--- config.mk ---
export PLATFORM = sky130hd
export DESIGN_NAME = mmu_mac
export DESIGN_NICKNAME = d
export VERILOG_FILES = /design/src/mmu_pkg.sv /design/src/mmu_mac.sv
export SDC_FILE = /design/constraint.sdc
export NUM_CORES = 2
export LEC_CHECK = 0
export BUFFER_PORTS_ARGS = -buffer_cell sky130_fd_sc_hd__buf_2
export CORE_MARGIN = 2
export CORE_UTILIZATION = 54
export DETAILED_ROUTE_END_ITERATION = 16
export GPL_TIMING_DRIVEN = 0
export PLACE_DENSITY = 0.78
export SETUP_SLACK_MARGIN = 0.02
export SLEW_MARGIN = 10
export SYNTH_ARGS = -nofsm -noshare
export SYNTH_HDL_FRONTEND = slang
export SYNTH_SLANG_ARGS = --single-unit
--- constraint.sdc ---
create_clock -name clk_i -period 3.59 [get_ports clk_i]
set_input_delay 0.718 -clock clk_i [delete_from_list [all_inputs] [get_ports clk_i]]
set_output_delay 0.718 -clock clk_i [all_outputs]
set_load 0.005 [all_outputs]
--- src/mmu_pkg.sv ---
`timescale 1ns / 1ps
package mmu_pkg;

  typedef enum logic [1:0] {
    ACT_LOAD_A  = 2'd0,
    ACT_LOAD_B  = 2'd1,
    ACT_COMPUTE = 2'd2,
    ACT_NONE    = 2'd3
  } action_e;

  typedef enum logic [1:0] {
    CFG_ROWS_A    = 2'd0,
    CFG_INNER_LEN = 2'd1,
    CFG_COLS_B    = 2'd2,
    CFG_SHIFT     = 2'd3
  } cfg_index_e;

  localparam int unsigned DataWidth  = 32;
  localparam int unsigned DimWidth   = 4;
  localparam int unsigned ShiftWidth = 5;
  localparam int unsigned PosWidth   = 3;
  localparam int unsigned OutDataWidth = 40;

  typedef logic [DataWidth-1:0] data_t;
  typedef logic [DimWidth-1:0]  dim_t;

  // Control that travels with each term through the datapath.
  typedef struct packed {
    logic                valid;
    logic                first;
    logic                fin;
    logic                last;
    logic [PosWidth-1:0] row;
    logic [PosWidth-1:0] col;
  } tag_t;

endpackage

--- src/mmu_mac.sv ---
`timescale 1ns / 1ps
module mmu_mac (
  input  logic                             clk_i,
  input  logic                             rst_ni,
  input  logic                             adv_i,
  input  mmu_pkg::tag_t                    tag_i,
  input  mmu_pkg::data_t                   a_i,
  input  mmu_pkg::data_t                   b_i,
  input  logic [mmu_pkg::ShiftWidth-1:0]   shift_i,
  output logic                             out_valid_o,
  output mmu_pkg::data_t                   out_value_o,
  output logic [mmu_pkg::PosWidth-1:0]     out_row_o,
  output logic [mmu_pkg::PosWidth-1:0]     out_col_o,
  output logic                             out_last_o,
  output logic                             busy_o
);
  import mmu_pkg::*;

  tag_t  tag1_q, tag2_q, tag3_q;
  data_t prod_q, prod_d;
  data_t term_q, term_d;
  data_t acc_q, acc_d;
  data_t rnd, sum_rnd;
  data_t out_value_q;
  logic  out_valid_q, out_last_q;
  logic [PosWidth-1:0] out_row_q, out_col_q;

  assign prod_d  = a_i * b_i;
  assign rnd     = (DataWidth'(1) << shift_i) >> 1;
  assign sum_rnd = prod_q + rnd;
  assign term_d  = data_t'($signed(sum_rnd) >>> shift_i);
  assign acc_d   = (tag3_q.first ? '0 : acc_q) + term_q;

  always_ff @(posedge clk_i or negedge rst_ni) begin
    if (!rst_ni) begin
      tag1_q      <= '0;
      tag2_q      <= '0;
      tag3_q      <= '0;
      out_valid_q <= 1'b0;
    end else if (adv_i) begin
      tag1_q      <= tag_i;
      tag2_q      <= tag1_q;
      tag3_q      <= tag2_q;
      out_valid_q <= tag3_q.valid && tag3_q.fin;
    end
  end

  always_ff @(posedge clk_i) begin
    if (adv_i) begin
      prod_q <= prod_d;
      term_q <= term_d;
      if (tag3_q.valid) begin
        acc_q <= acc_d;
      end
      if (tag3_q.valid && tag3_q.fin) begin
        out_value_q <= acc_d;
        out_row_q   <= tag3_q.row;
        out_col_q   <= tag3_q.col;
        out_last_q  <= tag3_q.last;
      end
    end
  end

  assign out_valid_o = out_valid_q;
  assign out_value_o = out_value_q;
  assign out_row_o   = out_row_q;
  assign out_col_o   = out_col_q;
  assign out_last_o  = out_last_q;
  assign busy_o      = tag1_q.valid || tag2_q.valid || tag3_q.valid;

endmodule

---- After elaboration in Yosys (flattened, before gate mapping) ----
Cells that the tools add are included.
word-level totals
  bits of input ports ..................... 82
  bits in writable memories ............... 0
  bits in latches ......................... 0
  logic and storage cells ................. 37
  memory bits (read-only) ................. 0
  bits in registers ....................... 166
  memories ................................ 0
  output and inout bits ................... 41
operators by class
  divide/modulo/power cells ............... 0
  add/subtract/negate cells ............... 2
  order comparisons ....................... 0
  bitwise operators ....................... 0
  reductions and logical operators ........ 5
  muxes and demuxes ....................... 1
  equal/unequal tests ..................... 0
  multipliers ............................. 1
  shift operators ......................... 2
operators with widths
  cell                    count
  $add A32 B31 Y32        1
  $add A32 B32 Y32        1
  $mul A32 B32 Y32        1
  $mux W32                1
  $shl A1 B5 Y32 const A  1
  $sshr A32 B5 Y32        1
  $reduce_and A2 Y1       2
  $logic_or A1 B1 Y1      2
  $logic_and A1 B1 Y1     1

---- Longest topological paths before layout ----
  depth in word-level cells ............... 3
  mapped depth ............................ 28
  gate-level depth less buffers ........... 26

---- Least setup slack after synthesis ----
OpenSTA, ideal clock, no wires.
  kind .................................... input-to-reg
  start ................................... in b_i[3]
  end ..................................... reg prod_q[30], data pin
  setup slack ............................. -3.991 ns
  arrival time ............................ 7.315 ns
  required time ........................... 3.324 ns
  library setup time ...................... 0.266 ns
  buffers on the path ..................... 2
  stages on the path ...................... 26
  path through ............................ clkbuf_1 clkbuf_1 and2_1 fa_1 inv_1 fa_1 fa_1 fa_1 inv_1 fa_1 inv_1 fa_1 inv_1 fa_1 fa_1 ha_1 a21o_1 nor3_1 o211ai_1 and3_1 o21a_1 o21a_1 o41ai_1 o21ai_1 o41ai_1 xnor2_1
between the ends
  cells in the longest elaborated chain, start to end .. 1
RTL lines
  what                  RTL line       source
  start, declared       mmu_mac.sv:8   input mmu_pkg::data_t b_i,
  $mul A32 B32 Y32      mmu_mac.sv:28  assign prod_d = a_i * b_i;
  via prod_d[30]        mmu_mac.sv:20  data_t prod_q, prod_d;
  end signal, assigned  mmu_mac.sv:50  prod_q <= prod_d;
  end, declared         mmu_mac.sv:20
The timed path passes the listed nets, and every way through them passes these cells.
A chain may end at the register's enable or synchronous reset.

---- Worst setup path in the final report ----
Ends and elaborated chain as after synthesis.

==> impl_metrics.xml <==
<?xml version="1.0" encoding="UTF-8"?>
<metrics>
  <group name="placed_design">
    <metric name="routabilityCongestion" unit="">1.04</metric>
    <metric name="place.detailed.hpwl" unit="um">66100</metric>
    <metric name="buffer_ports.inserted" unit="">114</metric>
  </group>
  <group name="sta">
    <metric name="rsz_0062_raised_after_global_routing" unit="">yes</metric>
    <metric name="timing.clock.skew" unit="ns">0.0227</metric>
    <metric name="worst-slew-pin-transition" unit="ns">0.866</metric>
    <metric name="setup_violators_final" unit="">58</metric>
    <metric name="post-route-period-util" unit="%">203</metric>
    <metric name="achievable-frequency" unit="GHz">0.137</metric>
    <metric name="timing.final.max_slew_violations" unit="">0</metric>
    <metric name="finalWorstPathRequiredPeriod" unit="ns">7.30</metric>
    <metric name="hold_violations" unit="">0</metric>
    <metric name="timing.slew.headroom" unit="%">42.3</metric>
    <metric name="post-route-worst-setup-slack" unit="ns">-3.71</metric>
  </group>
  <group name="yosys">
    <metric name="summed_instance_area_of_the_synthesized_netlist" unit="mm^2">0.0265</metric>
    <metric name="synth.yosys.seq_area_share" unit="%">18.2</metric>
    <metric name="synthesis.instances" unit="">2739</metric>
    <metric name="synth.largest_area_cell" unit="">sky130_fd_sc_hd__fa_1</metric>
    <metric name="synth_adder_area_share" unit="%">39.7</metric>
    <metric name="synth-async-reset-ratio" unit="%">18.7</metric>
    <metric name="synth_flop_cell" unit="">sky130_fd_sc_hd__edfxtp_1</metric>
    <metric name="synth_area_leaders" unit="">sky130_fd_sc_hd__fa_1, sky130_fd_sc_hd__edfxtp_1, sky130_fd_sc_hd__ha_1, sky130_fd_sc_hd__and2_1, sky130_fd_sc_hd__inv_1</metric>
    <metric name="synth_mux_area_share" unit="%">4.15</metric>
    <metric name="ys.warnings.count" unit="">0</metric>
    <metric name="main_combinational_cell_family_by_area_after_synthesis" unit="">adder cells</metric>
    <metric name="synth_simple_gate_area_share" unit="%">16.8</metric>
    <metric name="synth.net_count" unit="">3416</metric>
    <metric name="synthXorXnorAreaFrac" unit="%">4.66</metric>
    <metric name="synth.distinct_cells" unit="">93</metric>
    <metric name="synth_edf_count" unit="">135</metric>
    <metric name="compound_cell_area_share_of_the_yosys_netlist" unit="%">8.77</metric>
    <metric name="synthesis.area_per_instance" unit="um^2">9.68</metric>
    <metric name="synth.ff_latch_count" unit="">166</metric>
    <metric name="yosysTopAreaCellShare" unit="%">31.0</metric>
  </group>
  <group name="global_routing">
    <metric name="antenna_found_initial" unit="">2</metric>
    <metric name="first_global_vias" unit="">23100</metric>
    <metric name="wire_length_of_the_first_global_routing_pass" unit="um">132000</metric>
    <metric name="maximum_number_of_pins_on_one_net_before_global_route_repair" unit="">66</metric>
    <metric name="grt_use_total" unit="%">34.3</metric>
    <metric name="gr-total-overflow" unit="">0</metric>
  </group>
  <group name="setup_path">
    <metric name="critPathCaptureType" unit="">register</metric>
    <metric name="start_kind" unit="">input pin</metric>
    <metric name="timing.setup.critical_path_class" unit="">input pin to register</metric>
    <metric name="critical_path.reg2reg.startpoint" unit="">prod_q[0]</metric>
    <metric name="critPathMaxFanout" unit="">4</metric>
    <metric name="reg2reg_slack" unit="ns">-0.45</metric>
    <metric name="reg2reg_end" unit="">term_q[0]</metric>
    <metric name="cp.arrival" unit="ns">7.50</metric>
    <metric name="logic_depth_of_the_worst_register_to_register_path" unit="">13</metric>
    <metric name="critical_path_required" unit="ns">3.79</metric>
  </group>
  <group name="flow_run">
    <metric name="cap_viol_max_count" unit="">0</metric>
  </group>
  <group name="clock_network">
    <metric name="clockBufferDepth" unit="">2</metric>
    <metric name="clock_latency_reported_for_the_late_side_of_the_worst_skew_pair" unit="ns">0.46</metric>
    <metric name="cts_hold_buffers" unit="">0</metric>
    <metric name="clock-root-buffer" unit="">sky130_fd_sc_hd__clkbuf_16</metric>
    <metric name="cts.sink_count" unit="">166</metric>
    <metric name="ctsHtreeMaxLevel" unit="">4</metric>
    <metric name="tritoncts" unit="">done</metric>
    <metric name="cts_made_buffers" unit="">17</metric>
    <metric name="clk_pin_slew_worst_paths" unit="ns">0.08</metric>
  </group>
  <group name="route">
    <metric name="drt_wl_total" unit="um">88900</metric>
    <metric name="drc" unit="">0</metric>
    <metric name="wl_per_cell" unit="um">23.6</metric>
    <metric name="antenna_violating_nets_post_route" unit="">0</metric>
    <metric name="num_vias" unit="">22100</metric>
    <metric name="initial_drt_markers" unit="">1680</metric>
    <metric name="drtPass1Iterations" unit="">6</metric>
    <metric name="viasPerCell" unit="">5.87</metric>
  </group>
  <group name="layout">
    <metric name="flow.area_growth_from_synthesis" unit="%">27.9</metric>
    <metric name="fillerInstances" unit="">3430</metric>
    <metric name="seqCellArea" unit="mm^2">0.00483</metric>
    <metric name="multi_input_area" unit="mm^2">0.0220</metric>
    <metric name="final_net_count" unit="">3759</metric>
    <metric name="postLayoutCoreUtil" unit="%">69.6</metric>
    <metric name="drive_above_1_share" unit="%">28.1</metric>
  </group>
  <group name="floorplan">
    <metric name="die_w" unit="um">226</metric>
    <metric name="start_util" unit="%">54.4</metric>
    <metric name="boundaryPins" unit="">123</metric>
    <metric name="fp-row-count" unit="">81</metric>
    <metric name="fp.dieArea" unit="mm^2">0.0509</metric>
    <metric name="die_y" unit="um">226</metric>
    <metric name="total_core_area" unit="mm^2">0.0487</metric>
  </group>
  <group name="run_status">
    <metric name="run_status" unit="">complete, but fails checks</metric>
    <metric name="failing_checks" unit="">negative setup slack</metric>
  </group>
  <group name="min_path">
    <metric name="min_path_type" unit="">input pin to async pin</metric>
  </group>
</metrics>
==> metrics by stage <==
stage / hold slack, ns / std cells / area (um^2) / worst slack, ns / TNS, ns
6_report: 0.299 / 3761 / 33900 / -3.71 / -90.06
5_1_grt: 0.353 / 3760 / 33900 / -3.92 / -95.90
4_1_cts: 0.312 / 3666 / 32100 / -3.80 / -80.85
3_5_place_dp: 0.437 / 3518 / 28600 / -4.99 / -155.11
3_3_place_gp: 0.429 / 3517 / 28600 / -4.86 / -189.10
2_1_floorplan: 0.421 / 2739 / 27200 / -3.72 / -87.16
==> placed cells by master (no fill, tap or decap), types with 19 or more instances in the layout <==
cell type,n
sky130_fd_sc_hd__mux2_2,36
sky130_fd_sc_hd__edfxtp_1,135
sky130_fd_sc_hd__xor2_1,30
sky130_fd_sc_hd__dfrtp_1,30
sky130_fd_sc_hd__nor2_1,82
sky130_fd_sc_hd__a21oi_2,30
sky130_fd_sc_hd__nand2_1,294
sky130_fd_sc_hd__and2_1,294
sky130_fd_sc_hd__buf_2,99
sky130_fd_sc_hd__xnor2_1,95
sky130_fd_sc_hd__ha_4,55
sky130_fd_sc_hd__clkbuf_4,19
sky130_fd_sc_hd__a21oi_1,52
sky130_fd_sc_hd__nor3_1,20
sky130_fd_sc_hd__o21ai_0,26
sky130_fd_sc_hd__nor2b_1,39
sky130_fd_sc_hd__buf_4,176
sky130_fd_sc_hd__mux2i_1,19
sky130_fd_sc_hd__nor2_4,23
sky130_fd_sc_hd__clkbuf_8,19
sky130_fd_sc_hd__buf_6,52
sky130_fd_sc_hd__fa_2,21
sky130_fd_sc_hd__inv_1,388
sky130_fd_sc_hd__ha_1,125
sky130_fd_sc_hd__fa_1,389
sky130_fd_sc_hd__clkbuf_1,21
sky130_fd_sc_hd__clkbuf_16,40
sky130_fd_sc_hd__a21o_1,44
==> timing repair <==
item / 4_1_cts / 5_1_grt
resized for setup: 434 / 258
endpoints found under the setup margin: 80 / 71
pin swaps: 149 / 163
setup buffers: 128 / 104
gates cloned: 0 / 1
==> kinds of logic (layout without fill, tap and decap cells) <==
kind of cell,count (synthesis),in the layout
and+or+nand+nor,885,885
adders and majority gates,595,595
buffers and inverters,539,895
AOI/OAI and AO/OA,329,329
DFF,166,166
xor gates and xnor gates,139,139
muxes,86,86
other,0,2
==> worst max-delay path, stage by stage <==
cell and delay (ns):
sky130_fd_sc_hd__buf_12 0.11, sky130_fd_sc_hd__clkbuf_16 0.14, sky130_fd_sc_hd__and2_4 0.13, sky130_fd_sc_hd__fa_1 0.54, sky130_fd_sc_hd__inv_2 0.04, sky130_fd_sc_hd__fa_1 0.51
sky130_fd_sc_hd__fa_2 0.49, sky130_fd_sc_hd__fa_1 0.55, sky130_fd_sc_hd__inv_1 0.05, sky130_fd_sc_hd__fa_1 0.47, sky130_fd_sc_hd__inv_1 0.05, sky130_fd_sc_hd__fa_1 0.48
sky130_fd_sc_hd__inv_1 0.05, sky130_fd_sc_hd__fa_1 0.45, sky130_fd_sc_hd__fa_1 0.55, sky130_fd_sc_hd__ha_4 0.22, sky130_fd_sc_hd__a21o_1 0.23, sky130_fd_sc_hd__nor3_2 0.16
sky130_fd_sc_hd__o211ai_1 0.16, sky130_fd_sc_hd__and3_1 0.19, sky130_fd_sc_hd__o21a_1 0.20, sky130_fd_sc_hd__o21a_1 0.21, sky130_fd_sc_hd__o41ai_4 0.30, sky130_fd_sc_hd__o21ai_2 0.10
sky130_fd_sc_hd__o41ai_2 0.28, sky130_fd_sc_hd__xnor2_1 0.10
==> final cells by class <==
type / instances / area share [%]
buffer: 112 / 3.96
antenna: 2 / 0.0148
timing repair buffer: 340 / 7.99
inverter: 411 / 4.63
clock inverter: 15 / 0.601
clock buffer: 17 / 1.25
multi-input combinational: 2034 / 64.9
sequential: 166 / 14.2
tap: 664 / 2.45
==> Yosys cell counts, drive strengths merged, types with 45 or more instances <==
cell type  number
fa            410
inv           410
nand2         314
and2          310
ha            185
edfxtp        135
clkbuf        114
nor2          114
xnor2         105
a21oi          95
o21ai          54
a21o           45
==> worst max path at each step <==
stage                     startpoint    endpoint  slack [ns]  cells after the start
final                         b_i[3]  prod_q[30]       -3.71                     26
after global routing          b_i[5]  prod_q[30]       -3.92                     25
after CTS                     b_i[3]  prod_q[30]       -3.80                     26
after detailed placement     a_i[13]  prod_q[30]       -4.99                     26
after global placement       a_i[13]  prod_q[30]       -4.86                     26
after floorplan               b_i[3]  prod_q[30]       -3.72                     26
==> registers in the layout, indices dropped and copies added (netlist names) <==
register / cells
acc_q: 32
out_value_o: 32
prod_q: 32
term_q: 32
tag1_q: 10
tag2_q: 10
tag3_q: 10
out_col_o: 3
out_row_o: 3
out_last_o: 1
out_valid_o: 1
==> per-layer routing <==
metal,vias to the layer above,share of wire (%),track usage [%]
met5,-,0.018,0
li1,9450,-,-
met1,11200,36,41.0
met3,367,7.1,5.54
met2,1116,50,59.4
met4,2,6.9,19.0
Power is not shown: default switching activity piles up to over one toggle a cycle in this logic, so the estimate is an artifact.
