==> config.mk <==
export PLATFORM = sky130hd
export DESIGN_NAME = mmu_seq
export DESIGN_NICKNAME = d
export VERILOG_FILES = /design/src/mmu_pkg.sv /design/src/mmu_seq.sv
export SDC_FILE = /design/constraint.sdc
export NUM_CORES = 1
export LEC_CHECK = 0
export BUFFER_PORTS_ARGS = -buffer_cell sky130_fd_sc_hd__buf_2
export CORE_MARGIN = 1
export CORE_UTILIZATION = 53
export CTS_BUF_LIST = sky130_fd_sc_hd__clkbuf_8
export CTS_CLUSTER_SIZE = 30
export DETAILED_ROUTE_END_ITERATION = 16
export HOLD_SLACK_MARGIN = 0.08
export PLACE_DENSITY_LB_ADDON = 0.05
export SETUP_SLACK_MARGIN = 0.15
export SLEW_MARGIN = 10
export SYNTH_ARGS = -nofsm -noshare
export SYNTH_HDL_FRONTEND = slang
export SYNTH_SLANG_ARGS = --single-unit
==> constraint.sdc <==
create_clock -name clk_i -period 1.75 [get_ports clk_i]
set_input_delay 0 -clock clk_i [delete_from_list [all_inputs] [get_ports clk_i]]
set_output_delay 0 -clock clk_i [all_outputs]
set_load 0.005 [all_outputs]
==> src/mmu_pkg.sv <==
`timescale 1ns / 1ps
package mmu_pkg;

  typedef enum logic [1:0] {
    ACT_LOAD_A  = 2'd0,
    ACT_LOAD_B  = 2'd1,
    ACT_COMPUTE = 2'd2,
    ACT_NONE    = 2'd3
  } action_e;

  typedef enum logic [1:0] {
    CFG_ROWS_A    = 2'd0,
    CFG_INNER_LEN = 2'd1,
    CFG_COLS_B    = 2'd2,
    CFG_SHIFT     = 2'd3
  } cfg_index_e;

  localparam int unsigned DataWidth  = 32;
  localparam int unsigned DimWidth   = 4;
  localparam int unsigned ShiftWidth = 5;
  localparam int unsigned PosWidth   = 3;
  localparam int unsigned OutDataWidth = 40;

  typedef logic [DataWidth-1:0] data_t;
  typedef logic [DimWidth-1:0]  dim_t;

  // Control that travels with each term through the datapath.
  typedef struct packed {
    logic                valid;
    logic                first;
    logic                fin;
    logic                last;
    logic [PosWidth-1:0] row;
    logic [PosWidth-1:0] col;
  } tag_t;

endpackage

==> src/mmu_seq.sv <==
`timescale 1ns / 1ps
module mmu_seq #(
  parameter int unsigned AWidth = 6,
  parameter int unsigned BWidth = 6
) (
  input  logic              clk_i,
  input  logic              rst_ni,
  input  logic              adv_i,
  input  logic              start_i,
  input  mmu_pkg::dim_t     nr_i,
  input  mmu_pkg::dim_t     nk_i,
  input  mmu_pkg::dim_t     nc_i,
  output logic [AWidth-1:0] a_addr_o,
  output logic [BWidth-1:0] b_addr_o,
  output mmu_pkg::tag_t     tag_o,
  output logic              active_o
);
  import mmu_pkg::*;

  logic              active_q, active_d;
  dim_t              m_q, m_d, o_q, o_d, k_q, k_d;
  logic [AWidth-1:0] a_idx_q, a_idx_d, a_base_q, a_base_d;
  logic [BWidth-1:0] b_idx_q, b_idx_d;
  logic              k_last, o_last, m_last;

  assign k_last = (k_q == nk_i - dim_t'(1));
  assign o_last = (o_q == nc_i - dim_t'(1));
  assign m_last = (m_q == nr_i - dim_t'(1));

  always_comb begin
    active_d = active_q;
    m_d      = m_q;
    o_d      = o_q;
    k_d      = k_q;
    a_idx_d  = a_idx_q;
    a_base_d = a_base_q;
    b_idx_d  = b_idx_q;
    if (start_i) begin
      active_d = 1'b1;
      m_d      = '0;
      o_d      = '0;
      k_d      = '0;
      a_idx_d  = '0;
      a_base_d = '0;
      b_idx_d  = '0;
    end else if (adv_i && active_q) begin
      if (!k_last) begin
        k_d     = k_q + dim_t'(1);
        a_idx_d = a_idx_q + AWidth'(1);
        b_idx_d = b_idx_q + BWidth'(nc_i);
      end else begin
        k_d = '0;
        if (!o_last) begin
          o_d     = o_q + dim_t'(1);
          a_idx_d = a_base_q;
          b_idx_d = BWidth'(o_q) + BWidth'(1);
        end else begin
          o_d     = '0;
          b_idx_d = '0;
          if (!m_last) begin
            m_d      = m_q + dim_t'(1);
            a_base_d = a_base_q + AWidth'(nk_i);
            a_idx_d  = a_base_q + AWidth'(nk_i);
          end else begin
            active_d = 1'b0;
          end
        end
      end
    end
  end

  always_ff @(posedge clk_i or negedge rst_ni) begin
    if (!rst_ni) begin
      active_q <= 1'b0;
      m_q      <= '0;
      o_q      <= '0;
      k_q      <= '0;
      a_idx_q  <= '0;
      a_base_q <= '0;
      b_idx_q  <= '0;
    end else begin
      active_q <= active_d;
      m_q      <= m_d;
      o_q      <= o_d;
      k_q      <= k_d;
      a_idx_q  <= a_idx_d;
      a_base_q <= a_base_d;
      b_idx_q  <= b_idx_d;
    end
  end

  assign a_addr_o = a_idx_q;
  assign b_addr_o = b_idx_q;
  assign active_o = active_q;

  always_comb begin
    tag_o       = '0;
    tag_o.valid = active_q;
    tag_o.first = (k_q == '0);
    tag_o.fin   = k_last;
    tag_o.last  = m_last && o_last;
    tag_o.row   = m_q[PosWidth-1:0];
    tag_o.col   = o_q[PosWidth-1:0];
  end

endmodule

# Yosys cells after proc, flatten, opt, wreduce, memory -nomap -nowiden
# Cells that the tools add are included.
# op_classes
n_addsub	10
n_reduce_logical	11
mux	30
eq_ne	5
# op_table
operator	count
$mux W6	12
$mux W4	12
$add A4 B1 Y4 const B	3
$add A6 B4 Y6	2
$eq A4 B4 Y1	3
$sub A4 B1 Y4 const B	3
$reduce_and A4 Y1	2
$reduce_bool A2 Y1	4
$add A6 B1 Y6 const B	1
$add A4 B1 Y5 const B	1
$mux W1	5
$mux W5	1
$logic_not A4 Y1	1
$ne A4 B4 Y1 const B	1
$reduce_and A2 Y1	2
$logic_and A1 B1 Y1	2
$ne A2 B2 Y1 const B	1
# word_totals
inputBits	16
out_inout_bits	23
elab_cells	63
reg_bits	31

# Depth between registers and ports, before layout
# Gate-level depths: netlist (run 1).
# logic_depth
word_depth	7
ltp_mapped	10
mapped_depth_nobuf	9

# Worst setup path before layout (run 1)
# OpenSTA, ideal clock, no wires.
# synth_path
path_type	reg-to-reg
start	register k_q[2]
end	register m_q[3]
t_arrival_ns	1.692
setup_slack_ns	-0.073
stages_incl_launch_ff	8
synth_period_minus_slack_ns	1.823
required_ns	1.618
setup_ns	0.132
path_buffers	1
path_cell_list	dfrtp_1 xor3_1 nor3_2 nand3_1 buf_2 nor4_2 xnor2_1 nor2_1
# synth_via
elab_chain_cells	3
# synth_rtl
item	line_no	rtl
start, declared	mmu_seq.sv:21	dim_t m_q, m_d, o_q, o_d, k_q, k_d;
start signal, assigned	mmu_seq.sv:85	k_q <= k_d;
$eq A4 B4 Y1	mmu_seq.sv:26	assign k_last = (k_q == nk_i - dim_t'(1));
$reduce_bool A2 Y1 (no line)	-	
$reduce_and A4 Y1 (no line)	-	
end signal, assigned	mmu_seq.sv:83	m_q <= m_d;
end, declared	mmu_seq.sv:21	
# Every way passes these cells.
# A chain may end at the register's enable or synchronous reset.

# Final worst setup path (run 1)
# layout_path
start	register k_q[3]
end	register m_q[3]
# The elaborated chain is that of the path after synthesis.

==> results by group, run 1 <==
Global route
  • Total GRT Usage: 28.9%
  • Pin count of the biggest net entering global routing: 32
  • Global-route wire length before repair: 9810 um
  • Initial antenna violation count: 0
  • Number of global-route vias before repair: 2,171
  • Total gr overflow: 0

Critical path
  • Crit Path Class: flop to flop
  • Critical path origin: k_q[3]
  • Reg2Reg Depth: 7
  • Largest stage delay on the critical path: 0.43 ns
  • Critical path's slowest cell: dfrtp_1
  • Crit path cell chain: xor2_1 -> xnor2_1 -> nand3_2 -> buf_6 -> nor4_4 -> xnor2_1 -> nor2_1
  • CP Buf/Inv Count: 1
  • Critical path peak fanout: 4
  • Crit path required time: 1.91 ns
  • R2R Path Start: k_q[3]
  • Worst setup EP type: flop
  • Worst path most repeated cell: xnor2_1
  • End of the worst register-to-register path: m_q[3]
  • CP arrival: 2.05 ns
  • Family with the most delay on the worst path: XOR/XNOR gates
  • Crit path launch type: flop
  • Flop-to-flop setup slack: -0.13 ns

Synth
  • EDFF count, synth: 0
  • Synth top cells by count: 31 x dfrtp_1, 27 x nor2_1, 23 x a21oi_1
  • Synth cell types: 48
  • Synth Register Bits: 31
  • Yosys Warn Count: 0
  • Post-Syn Area: 2320 um2
  • Yosys top cell by area: dfrtp_1
  • Post-synthesis cell count: 263
  • Synth Net Count: 297
  • Cell with the most instances after synthesis: dfrtp_1
  • Top-area cell type share of the netlist area: 33.5%
  • Primary FF master, synth: dfrtp_1
  • Synth async-reset ratio: 100%
  • Synth Area per Inst: 8.81 um2
  • Register area share after synthesis: 33.5%
  • Ranking of synthesized cells by area: dfrtp_1 33%, ha_1 8.6%, xnor2_1 5.7%

STA
  • RSZ-0062 raised after global routing: yes
  • Fmax: 532 MHz
  • Worst Tran Pin Value: 0.746 ns
  • Worst-case headroom to the max-slew limit: 50.3%
  • # setup viols final: 17
  • Final hold slack: 0.0972 ns
  • Setup WS post-layout: -0.131 ns
  • Crit path time final: 1.88 ns
  • Setup Skew: 0.00946 ns
  • Final Hold Vio Count: 0
  • Tcrit/Tclk final: 108%
  • Slew Limit Fails: 0

Floorplanning
  • Die height: 68.1 um
  • Chip width: 68.1 um
  • # IOs: 39
  • Cell Rows: 23
  • Core area: 4090 um2
  • Initial Util: 56.7%
  • Die Area: 4640 um2

Placement
  • Placed Area: 2800 um2
  • Input/output buffers: 38
  • GPL Wtd Cong: 0.816
  • Detailed Place HPWL: 4280 um
  • Pre-CTS WS: -0.221 ns

Outcome
  • Failing checks: setup timing
  • Outcome: finished, violations left

Power and ir drop
  • Clock Power Share: 31.7%
  • Flop pwr share: 41.3%
  • Pleak: 0.00151 uW
  • Switch share: 30.9%
  • Pwr/cell area: 559 nW/um2
  • P_int: 1280 uW
  • Net switching power: 571 uW
  • Peak VDD IR: 0.420 mV
  • Combinational share of power: 27.0%

Cells and area
  • Finished Cell Area: 3310 um2
  • Final core utilization: 80.9%
  • Area grow syn2layout: 42.7%
  • Layout cells sized above 1: 42.6%
  • Nets: 379
  • # diodes: 0
  • Fill cell count: 268

Min path
  • Hold Path Class: input port to flop
  • Hold Path Stages: 2
  • Hold Startpoint: start_i
  • Hold EP: m_q[2]

Clocking
  • CTS tree: built
  • Maximum root-to-sink buffer count: 2
  • CTS Sinks: 31
  • Clk root buf: clkbuf_8
  • Clock latency on the worst-skew pair: 0.29 ns
  • CTS H-tree depth: 2
  • CTS clock-pin slew for the worst setup and hold paths: 0.07 ns
  • Cts bufs inserted: 5

Job
  • Max cap viols: 0

Drt
  • ANT nets after route: 0
  • Residual DRC count: 0
  • Iter 0 DRT Violations: 166
  • WL final: 6670 um
  • Vias post-DR: 2,309
  • WL/cell: 16.9 um
  • Via density per instance: 5.85
  • Pre-antenna DRT Iters: 4
[sequential cells by signal, indices dropped and copies added, names as in the netlist]
signal and count:
m_q 4, k_q 4, o_q 4, b_addr_o 6, active_o 1, a_addr_o 6
a_base_q 6
[worst max path at each step]
stage                   to  slack, ns  depth (start not counted)
6_report            m_q[3]      -0.13                          7
4_1_cts             m_q[1]      -0.06                          7
3_3_place_gp   a_addr_o[5]      -0.19                          9
2_1_floorplan       m_q[3]       0.02                          7
3_5_place_dp   b_addr_o[4]      -0.22                         10
5_1_grt             m_q[3]      -0.21                          7
[cells in the final DEF, fill, tap and decap left out, types with 3 or more instances in the layout]
cell type,n
buf_4,37
buf_2,36
dfrtp_1,30
nor2_1,21
nand2_1,19
a21oi_1,18
buf_6,18
ha_1,14
xnor2_1,13
xor2_1,10
inv_1,8
nand3_1,8
nor3_1,6
a21o_1,6
clkbuf_8,6
a21oi_2,5
a31oi_1,5
nand2b_1,5
nor2_2,4
o21ai_2,4
mux2i_1,4
o21ai_0,4
nand3_4,3
nand3_2,3
[power groups by stage]
stage	sequential, uW	combinational [uW]	clock, uW
2_1_floorplan	779	235	0
3_3_place_gp	774	379	0
3_5_place_dp	774	385	0
4_1_cts	761	437	592
5_1_grt	767	543	624
6_report	763	499	585
[through the flow]
step                      cells  total power, uW  setup TNS (ns)
after global placement      373             1150           -2.48
after CTS                   388             1790          -0.503
after floorplan             263             1010               0
after global routing        395             1930           -2.60
after detailed placement    373             1160           -3.79
final                       395             1850          -0.797
[worst reg2reg max path, cell delays in order, from the launching register on]
cell and delay [ns]:
dfrtp_1 0.43, xor2_1 0.18, xnor2_1 0.25, nand3_2 0.23, buf_6 0.18, nor4_4 0.24, xnor2_1 0.18, nor2_1 0.06
[timing repair]
| item | 4_1_cts | 5_1_grt |
|---|---|---|
| gates resized for setup | 33 | 34 |
| pin swaps | 19 | 25 |
| endpoints found under the setup margin | 31 | 33 |
| buffers inserted | 5 | 7 |
| hold endpoints to repair | 32 | 0 |
| hold buffers | 2 | 0 |
| cloned | 1 | 0 |
[logic make-up (layout without fill, tap and decap cells)]
group	Yosys count	in the layout	synth area share, %
XOR/XNOR	27	27	10.9
buffers and inverters	28	109	6.43
AO/OA/AOI/OAI	59	59	15.9
flip-flops	31	31	33.5
AND/OR/NAND/NOR	96	97	21.3
adder cells (fa/ha/maj)	18	18	10.4
multiplexers	4	4	1.73
[routing by layer]
metal	GRT usage, %	part of all wire [%]
met1	38.2	41
met2	46.1	51
met3	5.67	6.5
met4	11.5	1.6
met5	0	0
[area by class of cell]
type                            count  area [um2]  area share [%]
Sequential cell                    31         777            23.5
Inverter                            9        36.3            1.10
Tap cell                           50        62.6            1.89
Clock buffer                        6        82.6            2.50
Clock inverter                      1        5.00           0.151
Timing Repair Buffer               93         681            20.6
Multi-Input combinational cell    205        1660            50.3
(Power assumes the default switching activity.)
==> run 2: changes to the inputs <==
CAP_MARGIN = 20   (was unset)
TNS_END_PERCENT = 50   (was unset)
==> run 2 against run 1 <==
  * The flow still finishes with violations (setup timing)
  * Hold slack improved by 0.043 ns
  * Global-route usage down 1.1 points
  * Clock-buffer cell count is the same
  * Utilization fell by 3.2 points
  * Non-clock buffer count down 6
  * Critical path type unchanged
  * Largest power group is now clock
==> results by group, run 2 (synthesis gave the netlist of run 1 again) <==
Power and ir drop
  • Pwr/cell area: 621 nW/um2 (was 559 nW/um2)
  • Peak VDD IR: 0.383 mV (was 0.420 mV)
  • Final Total Pwr: 1970 uW (was 1850 uW)
  • Pleak: 0.00148 uW (was 0.00151 uW)

Cells and area
  • Final Non-Filler Cells: 389 (was 395)
  • Register Area: 777 um2 (unchanged)
  • Area of the multi-input gates: 1580 um2 (was 1660 um2)
  • Area grow syn2layout: 37.0% (was 42.7%)
  • # diodes: 0 (unchanged)
  • Most frequent cells in the layout: 38 x buf_4, 36 x buf_2, 30 x dfrtp_1, 24 x nor2_1, 19 x nand2_1 (was 37 x buf_4, 36 x buf_2, 30 x dfrtp_1, 21 x nor2_1, 19 x nand2_1)
  • Final core utilization: 77.7% (was 80.9%)
  • Fill cell count: 284 (was 268)
  • Commonest non-fill, non-tap cell in the layout: buf_4 (unchanged)
  • Layout cells sized above 1: 38.9% (was 42.6%)
  • Nets: 372 (was 379)

Drt
  • WL/cell: 15.4 um (was 16.9 um)
  • Metal2 WL: 2870 um (was 3370 um)
  • Pre-antenna DRT Iters: 4 (unchanged)
  • Highest routed layer: met4 (unchanged)
  • ANT nets after route: 0 (unchanged)
  • Met1 Wirelength: 2870 um (was 2760 um)
  • Residual DRC count: 0 (unchanged)
  • Vias post-DR: 2,201 (was 2,309)
  • WL final: 6000 um (was 6670 um)
  • Met3 WL: 185 um (was 433 um)
  • Iter 0 DRT Violations: 133 (was 166)
  • Via density per instance: 5.66 (was 5.85)

Critical path
  • Critical path peak fanout: 7 (was 4)
  • Crit Path Class: flop to flop (unchanged)
  • Critical path's slowest cell: dfrtp_1 (unchanged)
  • Crit path launch type: flop (unchanged)
  • Worst setup EP type: flop (unchanged)
  • Family with the most delay on the worst path: buffers and inverters (was XOR/XNOR gates)
  • CP arrival: 2.11 ns (was 2.05 ns)
  • Crit path required time: 1.97 ns (was 1.91 ns)
  • CP Buf/Inv Count: 3 (was 1)
  • Crit path cell chain: xor2_2 -> xnor2_2 -> nand3_2 -> buf_8 -> clkbuf_2 -> buf_4 -> nand2_1 -> a22o_1 -> a21oi_1 (was xor2_1 -> xnor2_1 -> nand3_2 -> buf_6 -> nor4_4 -> xnor2_1 -> nor2_1)
  • Largest stage delay on the critical path: 0.42 ns (was 0.43 ns)

STA
  • Crit path time final: 1.89 ns (was 1.88 ns)
  • RSZ-0062 raised after global routing: yes (unchanged)
  • Final Hold Vio Count: 0 (unchanged)
  • Worst-case headroom to the max-slew limit: 51.7% (was 50.3%)
  • Worst Tran Pin Value: 0.724 ns (was 0.746 ns)
  • Slew Limit Fails: 0 (unchanged)
  • Setup WS post-layout: -0.141 ns (was -0.131 ns)
  • # setup viols final: 13 (was 17)
  • Setup Skew: 0.00437 ns (was 0.00946 ns)
  • Fmax: 529 MHz (was 532 MHz)
  • Tcrit/Tclk final: 108% (about the same)
  • Sum Neg Setup Slack: -0.695 ns (was -0.797 ns)

Floorplanning
  • Initial Util: 56.7% (unchanged)
  • Chip width: 68.1 um (unchanged)
  • # IOs: 39 (unchanged)
  • Cell Rows: 23 (unchanged)
  • Die height: 68.1 um (unchanged)
  • Core area: 4090 um2 (unchanged)
  • Die Area: 4640 um2 (unchanged)

Min path
  • Hold Path Class: input port to flop (unchanged)

Clocking
  • CTS tree: built (unchanged)
  • CTS H-tree depth: 2 (unchanged)
  • Maximum root-to-sink buffer count: 2 (unchanged)
  • CTS clock-pin slew for the worst setup and hold paths: 0.07 ns (about the same)
  • Clk root buf: clkbuf_8 (unchanged)
  • Clock latency on the worst-skew pair: 0.29 ns (about the same)
  • Cts bufs inserted: 5 (unchanged)
  • CTS Sinks: 31 (unchanged)

Placement
  • Detailed Place HPWL: 4250 um (was 4280 um)
  • Placed Cells incl. Taps: 369 (was 373)
  • Input/output buffers: 38 (unchanged)
  • GPL Wtd Cong: 0.816 (about the same)

Outcome
  • Outcome: finished, violations left (unchanged)
  • Failing checks: setup timing (unchanged)

Job
  • Max cap viols: 0 (unchanged)

Global route
  • Total gr overflow: 0 (unchanged)
  • Global-route wire length before repair: 9420 um (was 9810 um)
  • Pin count of the biggest net entering global routing: 32 (unchanged)
  • Initial antenna violation count: 0 (unchanged)
  • Number of global-route vias before repair: 1,982 (was 2,171)
  • Total GRT Usage: 27.9% (was 28.9%)
-- run 2: cell types whose count changed in the layout (fill, tap and decap cells not counted), sizes merged --
cell    change
bufinv      +1
nand3       -1
buf         -7
clkbuf      +1
-- run 2: final cells by class --
cell class | count | area share, %
clock inverter | 2 | 1.10
inverter | 9 | 1.06
clock buffer | 6 | 2.60
sequential | 31 | 24.5
multi-input combinational | 204 | 49.7
timing repair buffer | 87 | 19.1
tap | 50 | 1.97
-- run 2: power by group --
part / switching [uW] / internal [uW]
registers: 24.8 / 739
clock network: 307 / 461
logic: 239 / 202
-- run 2: path summary, 6_finish.rpt --
path	startpoint	to	slack [ns]	depth (start not counted)
setup / recovery	o_q[3]	a_addr_o[0]	-0.14	9
hold reg to reg	b_addr_o[2]	b_addr_o[2]	0.55	2
setup reg to reg	o_q[3]	a_addr_o[0]	-0.14	9
hold / removal	start_i	m_q[1]	0.14	2
max in group asynchronous	rst_ni	k_q[3]	0.96	2
min in group asynchronous	rst_ni	a_addr_o[2]	0.29	2
-- run 2: per-layer routing --
metal,global-route usage [%],up-vias
met1,38.1,1068
met5,0,-
met4,10.9,0
met2,43.1,50
met3,5.33,7
li1,-,1076
-- run 2: per-stage QoR --
step,setup WS (ns),hold slack [ns],instance area [um2]
floorplan,0.0247,-0.296,2370
finish,-0.141,0.140,3170
global route,-0.209,0.147,3170
detailed placement,-0.144,0.0952,2770
global placement,-0.111,0.0960,2770
CTS,-0.0836,0.126,3010
-- run 2: what timing repair did --
| action | 4_1_cts | 5_1_grt |
|---|---|---|
| endpoints found under the hold margin | 32 | 0 |
| pin swaps | 16 | 14 |
| hold buffers | 2 | 0 |
| buffers inserted | 4 | 6 |
| gates resized for setup | 19 | 24 |
| setup endpoints to repair | 31 | 31 |
==> run 3: changes to the inputs <==
SKIP_CTS_REPAIR_TIMING = 1   (was unset)
==> run 3 against run 2 <==
  * The run still ends with setup timing left
  * Die area did not move
  * Clock-buffer cell count did not move
  * Global-route usage shrank 0.50 points
  * Critical path type unchanged
  * Register-to-register slack lost 0.03 ns
  * Critical endpoint is now a_base_q[4]
==> results by group, run 3 (synthesis gave the netlist of run 1 again) <==
Critical path
  • R2R Path Start: a_base_q[0] (was o_q[3])
  • Crit path cell chain: ha_2 -> fa_2 -> a21o_1 -> a21oi_2 -> buf_4 -> nor4_2 -> xnor2_1 -> nor2_1 (was xor2_2 -> xnor2_2 -> nand3_2 -> buf_8 -> clkbuf_2 -> buf_4 -> nand2_1 -> a22o_1 -> a21oi_1)
  • Critical Path End: a_base_q[4] (was a_addr_o[0])
  • Crit path launch type: flop (unchanged)
  • Largest stage delay on the critical path: 0.38 ns (was 0.42 ns)
  • Crit Path Class: flop to flop (unchanged)
  • CP Buf/Inv Count: 1 (was 3)
  • Critical path origin: a_base_q[0] (was o_q[3])
  • Reg2Reg Depth: 8 (was 9)
  • Worst path depth: 8 (was 9)
  • Family with the most delay on the worst path: adder cells (was buffers and inverters)
  • Flop-to-flop setup slack: -0.17 ns (was -0.14 ns)
  • Critical path's slowest cell: dfrtp_1 (unchanged)
  • Crit path required time: 1.91 ns (was 1.97 ns)
  • Worst setup EP type: flop (unchanged)
  • CP arrival: 2.08 ns (was 2.11 ns)
  • End of the worst register-to-register path: a_base_q[4] (was a_addr_o[0])
  • Critical path peak fanout: 3 (was 7)

Drt
  • WL final: 6020 um (was 6000 um)
  • ANT nets after route: 0 (unchanged)
  • WL/cell: 15.4 um (about the same)
  • Residual DRC count: 0 (unchanged)
  • Via density per instance: 5.65 (was 5.66)
  • Iter 0 DRT Violations: 119 (was 133)
  • Vias post-DR: 2,202 (was 2,201)
  • Pre-antenna DRT Iters: 4 (unchanged)

Global route
  • Global-route wire length before repair: 9250 um (was 9420 um)
  • Met3 usage: 5.00% (was 5.33%)
  • Met1 usage: 37.4% (was 38.1%)
  • Global route hottest layer: met2 (unchanged)
  • Pin count of the biggest net entering global routing: 32 (unchanged)
  • Total GRT Usage: 27.4% (was 27.9%)
  • Total gr overflow: 0 (unchanged)
  • Global Route met2 Usage: 42.8% (was 43.1%)
  • Number of global-route vias before repair: 1,945 (was 1,982)
  • Initial antenna violation count: 0 (unchanged)

Placement
  • Detailed Place HPWL: 4250 um (unchanged)
  • Input/output buffers: 38 (unchanged)
  • GPL Wtd Cong: 0.816 (unchanged)
  • Placed Area: 2770 um2 (unchanged)
  • Placed Cells incl. Taps: 369 (unchanged)

STA
  • Setup Skew: 0.00576 ns (was 0.00437 ns)
  • Slew Limit Fails: 0 (unchanged)
  • RSZ-0062 raised after global routing: yes (unchanged)
  • Final Hold Vio Count: 0 (unchanged)
  • Crit path time final: 1.92 ns (was 1.89 ns)
  • Worst-case headroom to the max-slew limit: 52.7% (was 51.7%)
  • Tcrit/Tclk final: 110% (was 108%)
  • Worst Tran Pin Value: 0.709 ns (was 0.724 ns)
  • Fmax: 521 MHz (was 529 MHz)
  • # setup viols final: 15 (was 13)
  • Setup WS post-layout: -0.171 ns (was -0.141 ns)

Clocking
  • Clock latency on the worst-skew pair: 0.29 ns (about the same)
  • Cts bufs inserted: 5 (unchanged)
  • CTS clock-pin slew for the worst setup and hold paths: 0.07 ns (about the same)
  • CTS tree: built (unchanged)
  • CTS Sinks: 31 (unchanged)
  • Clk root buf: clkbuf_8 (unchanged)
  • CTS H-tree depth: 2 (unchanged)
  • Maximum root-to-sink buffer count: 2 (unchanged)

Cells and area
  • Commonest non-fill, non-tap cell in the layout: buf_4 (unchanged)
  • Layout cells sized above 1: 37.6% (was 38.9%)
  • Finished Cell Area: 3150 um2 (was 3170 um2)
  • Area grow syn2layout: 36.1% (was 37.0%)
  • Nets: 373 (was 372)
  • # diodes: 0 (unchanged)
  • Most frequent cells in the layout: 38 x buf_4, 37 x buf_2, 30 x dfrtp_1, 25 x nor2_1, 21 x nand2_1 (was 38 x buf_4, 36 x buf_2, 30 x dfrtp_1, 24 x nor2_1, 19 x nand2_1)
  • Final Non-Filler Cells: 390 (was 389)
  • Final core utilization: 77.2% (was 77.7%)

Power and ir drop
  • Pleak: 0.00150 uW (was 0.00148 uW)
  • Peak VDD IR: 0.377 mV (was 0.383 mV)
  • Pwr/cell area: 622 nW/um2 (was 621 nW/um2)
  • Final Total Pwr: 1960 uW (was 1970 uW)

Floorplanning
  • # IOs: 39 (unchanged)
  • Core area: 4090 um2 (unchanged)
  • Initial Util: 56.7% (unchanged)
  • Cell Rows: 23 (unchanged)
  • Die Area: 4640 um2 (unchanged)
  • Chip width: 68.1 um (unchanged)
  • Die height: 68.1 um (unchanged)

Outcome
  • Outcome: finished, violations left (unchanged)
  • Failing checks: setup timing (unchanged)

Min path
  • Hold Path Class: input port to flop (unchanged)

Job
  • Max cap viols: 0 (unchanged)
## run 3: cell count changes in the layout (fill, tap and decap cells not counted), moves of 2 or more
cell	before	now
o21ai_0	6	8
nand2_2	3	1
nand2_1	19	21
o21ai_1	2	0
## run 3: power by group
part	switching, uW	internal, uW
Sequential	24.9	739
Clock	299	461
Combinational	231	207
## run 3: worst register-to-register path: stages (launching register included)
cell     delay [ns]
dfrtp_1        0.38
ha_2           0.19
fa_2           0.35
a21o_1         0.19
a21oi_2        0.23
buf_4          0.16
nor4_2         0.04
xnor2_1        0.15
nor2_1         0.07
## run 3: how the worst min path moves through the flow
| stage | startpoint | to | slack [ns] | depth (start not counted) |
|---|---|---|---|---|
| after floorplan | rst_ni | a_addr_o[0] | -0.30 | 0 |
| after global placement | rst_ni | k_q[1] | 0.1 | 1 |
| after detailed placement | rst_ni | k_q[3] | 0.1 | 1 |
| after CTS | rst_ni | k_q[3] | -0.22 | 1 |
| after global routing | start_i | m_q[1] | 0.15 | 2 |
| final | start_i | m_q[1] | 0.13 | 2 |
## run 3: area by class of cell
type / instances / area (um2)
flip-flops and latches: 31 / 777
clock inverters: 2 / 35.0
repair buffers: 88 / 623
well taps: 50 / 62.6
multi-input cells: 204 / 1540
fillers: 288 / 933
clock buffers: 6 / 82.6
inverters: 9 / 33.8
## run 3: layer usage
layer,up-vias,wire [um]
li1,1081,-
met1,1057,2630
met2,56,3010
met3,8,296
met4,0,89
met5,-,0
## run 3: through the flow
step / setup WS, ns / hold slack [ns] / TNS (ns)
floorplan: 0.0247 / -0.296 / 0
finish: -0.171 / 0.130 / -0.982
global route: -0.250 / 0.147 / -2.86
CTS: -0.200 / -0.218 / -1.72
detailed placement: -0.144 / 0.0952 / -1.84
global placement: -0.111 / 0.0960 / -1.12
